[src/rlte_pkg.sv]
package rlte_pkg;

   // Longest run that the decimal count can express in two digits
   localparam logic [6:0] RUN_CAP = 7'd99;
   localparam logic [6:0] MAX_RUN_RESET = 7'd99;

   // Reciprocal of ten for the tens digit: (len * 205) >> 11 is exact for len < 128
   localparam logic [7:0] TENTH_MUL = 8'd205;
   localparam int TENTH_SHIFT = 11;

   localparam logic [7:0] ASCII_ZERO = 8'h30;

   // Position within one emitted run: tens digit, units digit, run byte
   localparam logic [1:0] POS_TENS  = 2'd0;
   localparam logic [1:0] POS_UNITS = 2'd1;
   localparam logic [1:0] POS_BYTE  = 2'd2;

   typedef struct packed {
      logic [7:0] data_byte;
      logic       end_of_stream;
   } req_type;

   typedef struct packed {
      logic [7:0] out_byte;
      logic       last_of_item;
   } rsp_type;

   // One closed run, ready to be sent as text
   typedef struct packed {
      logic [7:0] run_byte;
      logic [3:0] tens;
      logic [3:0] units;
      logic       two_digit;
   } run_rec_type;

   // Split a run length (at most 99) into its decimal digits
   function automatic run_rec_type make_rec(logic [7:0] byte_val, logic [6:0] len);
      logic [14:0] prod;
      logic [3:0]  tens;
      logic [7:0]  tens_x10;
      run_rec_type rec;
      prod      = {8'd0, len} * {7'd0, TENTH_MUL};
      tens      = prod[TENTH_SHIFT +: 4];
      tens_x10  = {tens, 3'd0} + {3'd0, tens, 1'b0};
      rec.run_byte  = byte_val;
      rec.tens      = tens;
      rec.units     = 4'({1'b0, len} - tens_x10);
      rec.two_digit = (tens != 4'd0);
      return rec;
   endfunction

   // First position to send for a record
   function automatic logic [1:0] first_pos(run_rec_type rec);
      return rec.two_digit ? POS_TENS : POS_UNITS;
   endfunction

endpackage

[src/run_length_text_encoder.sv]
// Run-length text encoder. Each run of equal input bytes leaves as its length in
// ASCII decimal (no leading zeros) followed by the byte itself; a run closes when a
// different byte arrives or when it reaches csr max_run (0 acts as 1, above 99 as 99),
// and a request with end_of_stream set also flushes the open run. The run state is
// updated in the cycle a request is taken, so requests that only extend a run can
// follow back to back while no earlier result is being sent. The single byte-wide
// result port sets the rate otherwise: a request that closes a run emits two or three
// bytes, up to six at end of stream. The next request is taken in the cycle the final
// byte of the previous one is taken. last_of_item marks each request's final byte.
module run_length_text_encoder #(
   parameter logic [6:0] MAX_RUN_RESET = rlte_pkg::MAX_RUN_RESET
) (
   input  logic              clock,
   input  logic              reset,
   input  logic              req_valid,
   output logic              req_ready,
   input  rlte_pkg::req_type req_data,
   output logic              rsp_valid,
   input  logic              rsp_ready,
   output rlte_pkg::rsp_type rsp_data,
   input  logic              csr_write_enable,
   input  logic [6:0]        csr_write_data
);

   // Configuration and run state
   logic [6:0] max_run_ff;
   logic [7:0] run_byte_ff, run_byte_in;
   logic [6:0] run_length_ff, run_length_in;
   logic       run_open_ff, run_open_in;

   // Result buffer: a closed run (A) and a flushed run (B)
   rlte_pkg::run_rec_type rec_a_ff, rec_a_in, rec_b_ff, rec_b_in;
   logic       has_a_ff, has_a_in;
   logic       has_b_ff, has_b_in;
   logic       busy_ff, busy_in;
   logic       seg_b_ff, seg_b_in;
   logic [1:0] pos_ff, pos_in;

   logic       req_fire, rsp_fire;
   logic [6:0] limit;
   logic       extend;
   logic [7:0] new_byte;
   logic [6:0] new_length;
   rlte_pkg::run_rec_type cur_rec;
   logic       cur_last;
   logic [7:0] cur_byte;

   // Effective run limit
   always_comb begin
      if (max_run_ff == 7'd0) begin
         limit = 7'd1;
      end else if (max_run_ff > rlte_pkg::RUN_CAP) begin
         limit = rlte_pkg::RUN_CAP;
      end else begin
         limit = max_run_ff;
      end
   end

   // Output side
   assign cur_rec  = seg_b_ff ? rec_b_ff : rec_a_ff;
   assign cur_last = (pos_ff == rlte_pkg::POS_BYTE) && (seg_b_ff || !has_b_ff);

   always_comb begin
      case (pos_ff)
         rlte_pkg::POS_TENS:  cur_byte = rlte_pkg::ASCII_ZERO | {4'd0, cur_rec.tens};
         rlte_pkg::POS_UNITS: cur_byte = rlte_pkg::ASCII_ZERO | {4'd0, cur_rec.units};
         default:             cur_byte = cur_rec.run_byte;
      endcase
   end

   assign rsp_valid             = busy_ff;
   assign rsp_data.out_byte     = cur_byte;
   assign rsp_data.last_of_item = cur_last;
   assign rsp_fire              = busy_ff && rsp_ready;

   assign req_ready = !busy_ff || (rsp_ready && cur_last);
   assign req_fire  = req_valid && req_ready;

   // Run tracking for the incoming request
   always_comb begin
      extend = run_open_ff && (req_data.data_byte == run_byte_ff) && (run_length_ff < limit);
      if (extend) begin
         new_byte   = run_byte_ff;
         new_length = run_length_ff + 7'd1;
      end else begin
         new_byte   = req_data.data_byte;
         new_length = 7'd1;
      end
      rec_a_in = rlte_pkg::make_rec(run_byte_ff, run_length_ff);
      rec_b_in = rlte_pkg::make_rec(new_byte, new_length);
      has_a_in = run_open_ff && !extend;
      has_b_in = req_data.end_of_stream;
      if (req_data.end_of_stream) begin
         run_byte_in   = 8'd0;
         run_length_in = 7'd0;
         run_open_in   = 1'b0;
      end else begin
         run_byte_in   = new_byte;
         run_length_in = new_length;
         run_open_in   = 1'b1;
      end
   end

   // Serialiser control
   always_comb begin
      busy_in  = busy_ff;
      seg_b_in = seg_b_ff;
      pos_in   = pos_ff;
      if (rsp_fire) begin
         if (pos_ff != rlte_pkg::POS_BYTE) begin
            pos_in = pos_ff + 2'd1;
         end else if (!seg_b_ff && has_b_ff) begin
            seg_b_in = 1'b1;
            pos_in   = rlte_pkg::first_pos(rec_b_ff);
         end else begin
            busy_in = 1'b0;
         end
      end
      if (req_fire) begin
         busy_in  = has_a_in || has_b_in;
         seg_b_in = !has_a_in;
         pos_in   = has_a_in ? rlte_pkg::first_pos(rec_a_in) : rlte_pkg::first_pos(rec_b_in);
      end
   end

   // Control registers
   always_ff @(posedge clock) begin
      if (reset) begin
         max_run_ff    <= MAX_RUN_RESET;
         run_byte_ff   <= 8'd0;
         run_length_ff <= 7'd0;
         run_open_ff   <= 1'b0;
         busy_ff       <= 1'b0;
         seg_b_ff      <= 1'b0;
         pos_ff        <= rlte_pkg::POS_TENS;
         has_a_ff      <= 1'b0;
         has_b_ff      <= 1'b0;
      end else begin
         if (csr_write_enable) begin
            max_run_ff <= csr_write_data;
         end
         busy_ff  <= busy_in;
         seg_b_ff <= seg_b_in;
         pos_ff   <= pos_in;
         if (req_fire) begin
            run_byte_ff   <= run_byte_in;
            run_length_ff <= run_length_in;
            run_open_ff   <= run_open_in;
            has_a_ff      <= has_a_in;
            has_b_ff      <= has_b_in;
         end
      end
   end

   // Result payload
   always_ff @(posedge clock) begin
      if (req_fire) begin
         rec_a_ff <= rec_a_in;
         rec_b_ff <= rec_b_in;
      end
   end

   // Assertions
   a_seg_b_has_b: assert property (@(posedge clock) disable iff (reset)
      (busy_ff && seg_b_ff) |-> has_b_ff)
      else $error("sending flushed run that was never loaded");

   a_seg_a_has_a: assert property (@(posedge clock) disable iff (reset)
      (busy_ff && !seg_b_ff) |-> has_a_ff)
      else $error("sending closed run that was never loaded");

   a_eos_emits: assert property (@(posedge clock) disable iff (reset)
      (req_fire && req_data.end_of_stream) |=> (busy_ff && !run_open_ff))
      else $error("end of stream did not flush the run");

   a_hold_until_last: assert property (@(posedge clock) disable iff (reset)
      (busy_ff && !cur_last) |-> !req_ready)
      else $error("request taken before previous results were sent");

endmodule

[config.mk]
export PLATFORM = sky130hd
export DESIGN_NAME = run_length_text_encoder
export DESIGN_NICKNAME = d
export VERILOG_FILES = /design/src/rlte_pkg.sv /design/src/run_length_text_encoder.sv
export SDC_FILE = /design/constraint.sdc
export NUM_CORES = 1
export LEC_CHECK = 0
export BUFFER_PORTS_ARGS = -buffer_cell sky130_fd_sc_hd__buf_2
export CAP_MARGIN = 20
export CORE_MARGIN = 3
export CORE_UTILIZATION = 35
export DETAILED_ROUTE_END_ITERATION = 6
export GPL_ROUTABILITY_DRIVEN = 1
export HOLD_SLACK_MARGIN = 0.15
export SLEW_MARGIN = 10
export SYNTH_ARGS = -nofsm -noshare
export SYNTH_HDL_FRONTEND = slang
export SYNTH_SLANG_ARGS = --single-unit
[constraint.sdc]
create_clock -name clock -period 6.5 [get_ports clock]
set_input_delay 0.325 -clock clock [delete_from_list [all_inputs] [get_ports clock]]
set_output_delay 0.325 -clock clock [all_outputs]
set_load 0.02 [all_outputs]
Word-level counts from Yosys, hierarchy flattened
Index checks and enable logic that the tools add are counted.
{ "classes": {"n_addsub": 6, "mul": 2, "n_lt_le_gt_ge": 2, "n_eq_ne": 6, "muxes": 25, "n_reduce_logical": 26} }
{ "op_table": {"columns": ["operator", "n"], "rows": [
  ["$mul A7 B8 Y15 const B", 2],
  ["$mux W7", 4],
  ["$mux W17", 1],
  ["$mux W8", 2],
  ["$pmux W8 S2", 1],
  ["$mux W1", 13],
  ["$add A4 B4 Y4", 2],
  ["$eq A8 B8 Y1", 1],
  ["$logic_and A1 B1 Y1", 8],
  ["$mux W2", 4],
  ["$reduce_bool A4 Y1", 2],
  ["$sub A4 B4 Y4", 2],
  ["$add A7 B1 Y7 const B", 1],
  ["$gt A7 B7 Y1 const B", 1],
  ["$logic_not A7 Y1", 1],
  ["$lt A7 B7 Y1", 1],
  ["$ne A2 B2 Y1 const B", 3],
  ["$reduce_and A3 Y1", 2],
  ["$logic_not A1 Y1", 5],
  ["$reduce_bool A2 Y1", 2],
  ["$logic_or A1 B1 Y1", 3],
  ["$reduce_bool A3 Y1", 1],
  ["$add A2 B1 Y2 const B", 1],
  ["$eq A2 B1 Y1 const B", 1],
  ["other kinds (3)", 3]
]} }
{ "totals": {"register_bits": 62, "in_bits": 21, "out_inout_bits": 11, "wordCells": 83} }

Logic depth before layout (Yosys ltp)
{ "depth": {"word_depth": 11, "ltp_mapped": 26, "ltp_nobuf": 26} }

Least setup slack after synthesis
OpenSTA, ideal clock, no wires.
{ "synth_path": {"kind": "reg-to-reg", "from": "reg max_run_ff[5]", "to": "reg rec_b_ff[0] (netlist name), data pin", "setup_time_ns": 0.275, "arrival_ns": 5.662, "required_time_ns": 6.225, "slack_ns": 0.563, "stages_incl_launch_ff": 22, "n_path_buf": 0, "synth_period_minus_slack_ns": 5.937, "path_cell_list": "dfxtp_1 inv_1 ha_1 a21o_1 a2111o_1 a2111oi_2 nand2_1 nor2_1 inv_1 ha_1 fa_1 inv_1 fa_1 ha_1 ha_1 a21o_1 a2bb2oi_1 o21ai_0 a221o_1 a31oi_1 xnor2_1 or4b_4"} }
{ "synth_lines": {"columns": ["item", "line", "source"], "rows": [
  ["start, declared", "run_length_text_encoder.sv:26", "logic [6:0] max_run_ff;"],
  ["start signal, assigned", "run_length_text_encoder.sv:140", "max_run_ff <= csr_write_data;"],
  ["end signal, assigned", "run_length_text_encoder.sv:159", "rec_b_ff <= rec_b_in;"],
  ["end, declared", "run_length_text_encoder.sv:32", "rlte_pkg::run_rec_type rec_a_ff, rec_a_in, rec_b_ff, rec_b_in;"]
]} }

==> run_results.csv <==
group,metric,value,unit
sta,grt_setup_unrepaired,"no",
yosys,synth_top_family_by_area,"adder cells",
yosys,synthTopCellsByArea,"edfxtp_1 (21%), ha_1 (20%), dfxtp_1 (12%), fa_1 (6.7%), xnor2_1 (3.8%)",
placed_design,gp_congestion,0.819,
power,ir_drop,0.120,mV
sta,setup_tns,0,ps
drt,wl_per_cell,14.9,um
worst_setup_path,critPathSlowestCell,"or4b_4",
grt,grt_pass1_wl,16700,um
worst_setup_path,start_kind,"register",
yosys,syn_area,0.00479,sq mm
floorplan,coreArea,0.0133,sq mm
sta,slew_headroom,42.2,%
layout,nets,617,
clock_tree,htreeDepth,3,
drt,via_per_inst,5.08,
layout,register_area,0.00155,sq mm
sta,holdWs,217,ps
yosys,synth_compound_area_share,11.5,%
worst_setup_path,criticalPathCategory,"register to register",
clock_tree,cts_buffers,9,
layout,antennaDiodeCount,0,
drt,ant_nets,0,
drt,drc,0,
drt,drt-initial-drc-count,200,
layout,fill_cells,1243,
yosys,ys_top_cells_by_count,"ha_1 (77), inv_1 (47), nor2_1 (36)",
sta,fin_crit,6070,ps
worst_setup_path,slowest_delay,500,ps
clock_tree,cts_resized,0,
yosys,synthCells,476,
floorplan,ios,32,
layout,drive_above_1_share,14.4,%
power,leakagePower,2.61,nW
grt,grt_max_degree,30,
drt,vias,3472,
layout,multiInputGateArea,0.00300,sq mm
yosys,yosys.area.top_type_share,20.7,%
worst_setup_path,arrival,6120,ps
clock_tree,cts_root_buffer,"clkbuf_16",
worst_setup_path,worstPathCellList,"inv_1, ha_1, a21o_1, a2111o_1, a2111oi_4, nand2_2, nor2_1, ha_1, fa_1, inv_1, fa_1, ha_1, ha_1, a21o_1, a2bb2oi_2, o21ai_0, a221o_1, a31oi_1, xnor2_1, or4b_4",
run_status,outcome,"finished clean",
placed_design,portBuffers,31,
clock_tree,cts_tree,"built",
sta,fin_crit_sh,93.4,%
yosys,synth-seq-area-share,32.4,%
worst_setup_path,path_max_fanout,6,
floorplan,die_x,123,um
clock_tree,clockBufferDepth,2,
clock_tree,path_clk_slew,50,ps
yosys,yosysWarningCount,0,
yosys,synthXorXnorAreaFrac,5.85,%
drt,drt-total-wl,10200,um
worst_setup_path,critPathCaptureType,"register",
yosys,synth_nets,590,
clock_tree,postCtsHoldBufs,0,
layout,area_growth,13.8,%
floorplan,die-area,0.0151,sq mm
floorplan,floorplan.initialDensity,36.1,%
worst_setup_path,worst-path-buf-inv,2,
floorplan,rows,42,
worst_setup_path,crit_family,"compound AO/OA/AOI/OAI gates",
sta,hold_violations,0,
yosys,synth-simple-area-share,12.8,%
floorplan,die_y,123,um
yosys,synth.avg_cell_area,10.1,sq um
sta,drv_slew,0,
grt,grt_antenna_before_repair,0,
yosys,yosysMostFrequentCell,"ha_1",
clock_tree,clock_latency,320,ps
yosys,synthMuxAreaShare,5.04,%
sta,clock.fmax,165,MHz
grt,grt-ovfl-total,0,
yosys,ys_types,55,
worst_setup_path,path_common_cell,"ha_1",
placed_design,dp_hpwl,8070,um
yosys,async_reset_ff_share,0,%
clock_tree,post_cts_buffers,0,
clock_tree,clock-sinks,61,
sta,worst_slew_pin_slew,866,ps
grt,grt_usage,13.8,%
sta,finClkSkew,6.48,ps
worst_setup_path,required,6550,ps
yosys,synthFlopType,"edfxtp_1",
flow_run,cap_viol_max_count,0,
yosys,synth_fa_ha_area_share,26.8,%
drt,first_pass_iters,4,
yosys,synth_seq_cells,61,
yosys,synth_edf_count,33,
power,power.density,184,mW/mm^2
grt,grt_pass1_vias,3507,
yosys,synth_top_area_cell,"edfxtp_1",
worst_hold_path,hold_path.class,"input pin to register",
sta,finalSetupViolCount,0,
-- registers in the layout, indices dropped and copies added (netlist names) --
register / count
rec_b_ff: 17
run_length_ff: 7
pos_ff: 2
rec_a_ff: 16
max_run_ff: 7
seg_b_ff: 1
rsp_valid: 1
run_open_ff: 1
has_b_ff: 1
run_byte_ff: 8
-- power by group --
part / leakage, nW / switching (mW) / internal (mW)
Sequential: 0.553 / 0.0186 / 0.428
Combinational: 1.92 / 0.0571 / 0.0405
Clock: 0.138 / 0.161 / 0.296
-- layout by cell type, fill, tap and decap left out, types with 5 or more instances in the layout --
master / netlist / layout
buf_2: 1 / 31
fa_1: 16 / 16
o21ai_0: 12 / 12
nor2b_1: 5 / 5
dfxtp_1: 28 / 28
edfxtp_1: 33 / 33
buf_4: 1 / 8
ha_1: 77 / 77
a211oi_1: 7 / 7
mux2i_1: 14 / 14
inv_1: 47 / 47
a22oi_1: 7 / 7
a21oi_1: 26 / 26
clkbuf_16: 0 / 9
nor3b_1: 8 / 8
xnor2_1: 21 / 21
nand3_1: 11 / 11
xor2_1: 11 / 11
nor2_1: 36 / 34
nand2_1: 31 / 30
-- through the flow --
step	util (%)	total power, mW	setup WS [ps]	instances	area, sq um
after floorplan	-	0.519	563	476	4790
after global placement	38.6	0.549	297	668	5140
after detailed placement	38.6	0.553	197	668	5140
after CTS	40.8	1.01	157	684	5430
after global routing	41.0	1.04	25.0	684	5460
final	41.0	1.00	426	684	5460
-- metal layers --
| metal | routed length [um] | up-vias | track usage [%] | share of wire (%) |
|---|---|---|---|---|
| li1 | - | 1743 | - | - |
| met1 | 4560 | 1646 | 18.2 | 45 |
| met2 | 4980 | 68 | 23.7 | 49 |
| met3 | 417 | 15 | 1.69 | 4.1 |
| met4 | 208 | 0 | 4.36 | 2.0 |
| met5 | 0 | - | 0 | 0 |
-- worst paths after layout --
path	start	endpoint	slack [ps]	cells after the start
max	max_run_ff[5]$_SDFFE_PP1P_	rec_b_ff[0]$_DFFE_PP_	430	20
min	req_data[6]	rec_b_ff[14]$_DFFE_PP_	220	1
max reg2reg	max_run_ff[5]$_SDFFE_PP1P_	rec_b_ff[0]$_DFFE_PP_	430	20
min reg2reg	run_byte_ff[1]$_SDFFE_PP0P_	rec_a_ff[10]$_DFFE_PP_	480	0
-- cell type report --
type                    count  share of cell area [%]
multi-input cells         344                    54.9
inverters                  48                    3.30
well taps                 176                    4.04
repair buffers             39                    3.94
clock inverters             6                    1.15
flip-flops and latches     61                    28.4
clock buffers              10                    4.20
-- cell families (layout without fill, tap and decap cells) --
group,count (synthesis),count (layout)
AO/OA/AOI/OAI,80,80
XOR/XNOR,32,32
adder cells (fa/ha/maj),93,93
buffers and inverters,71,103
flip-flops,61,61
multiplexers,19,19
AND/OR/NAND/NOR,120,120
(Power assumes the default switching activity.)
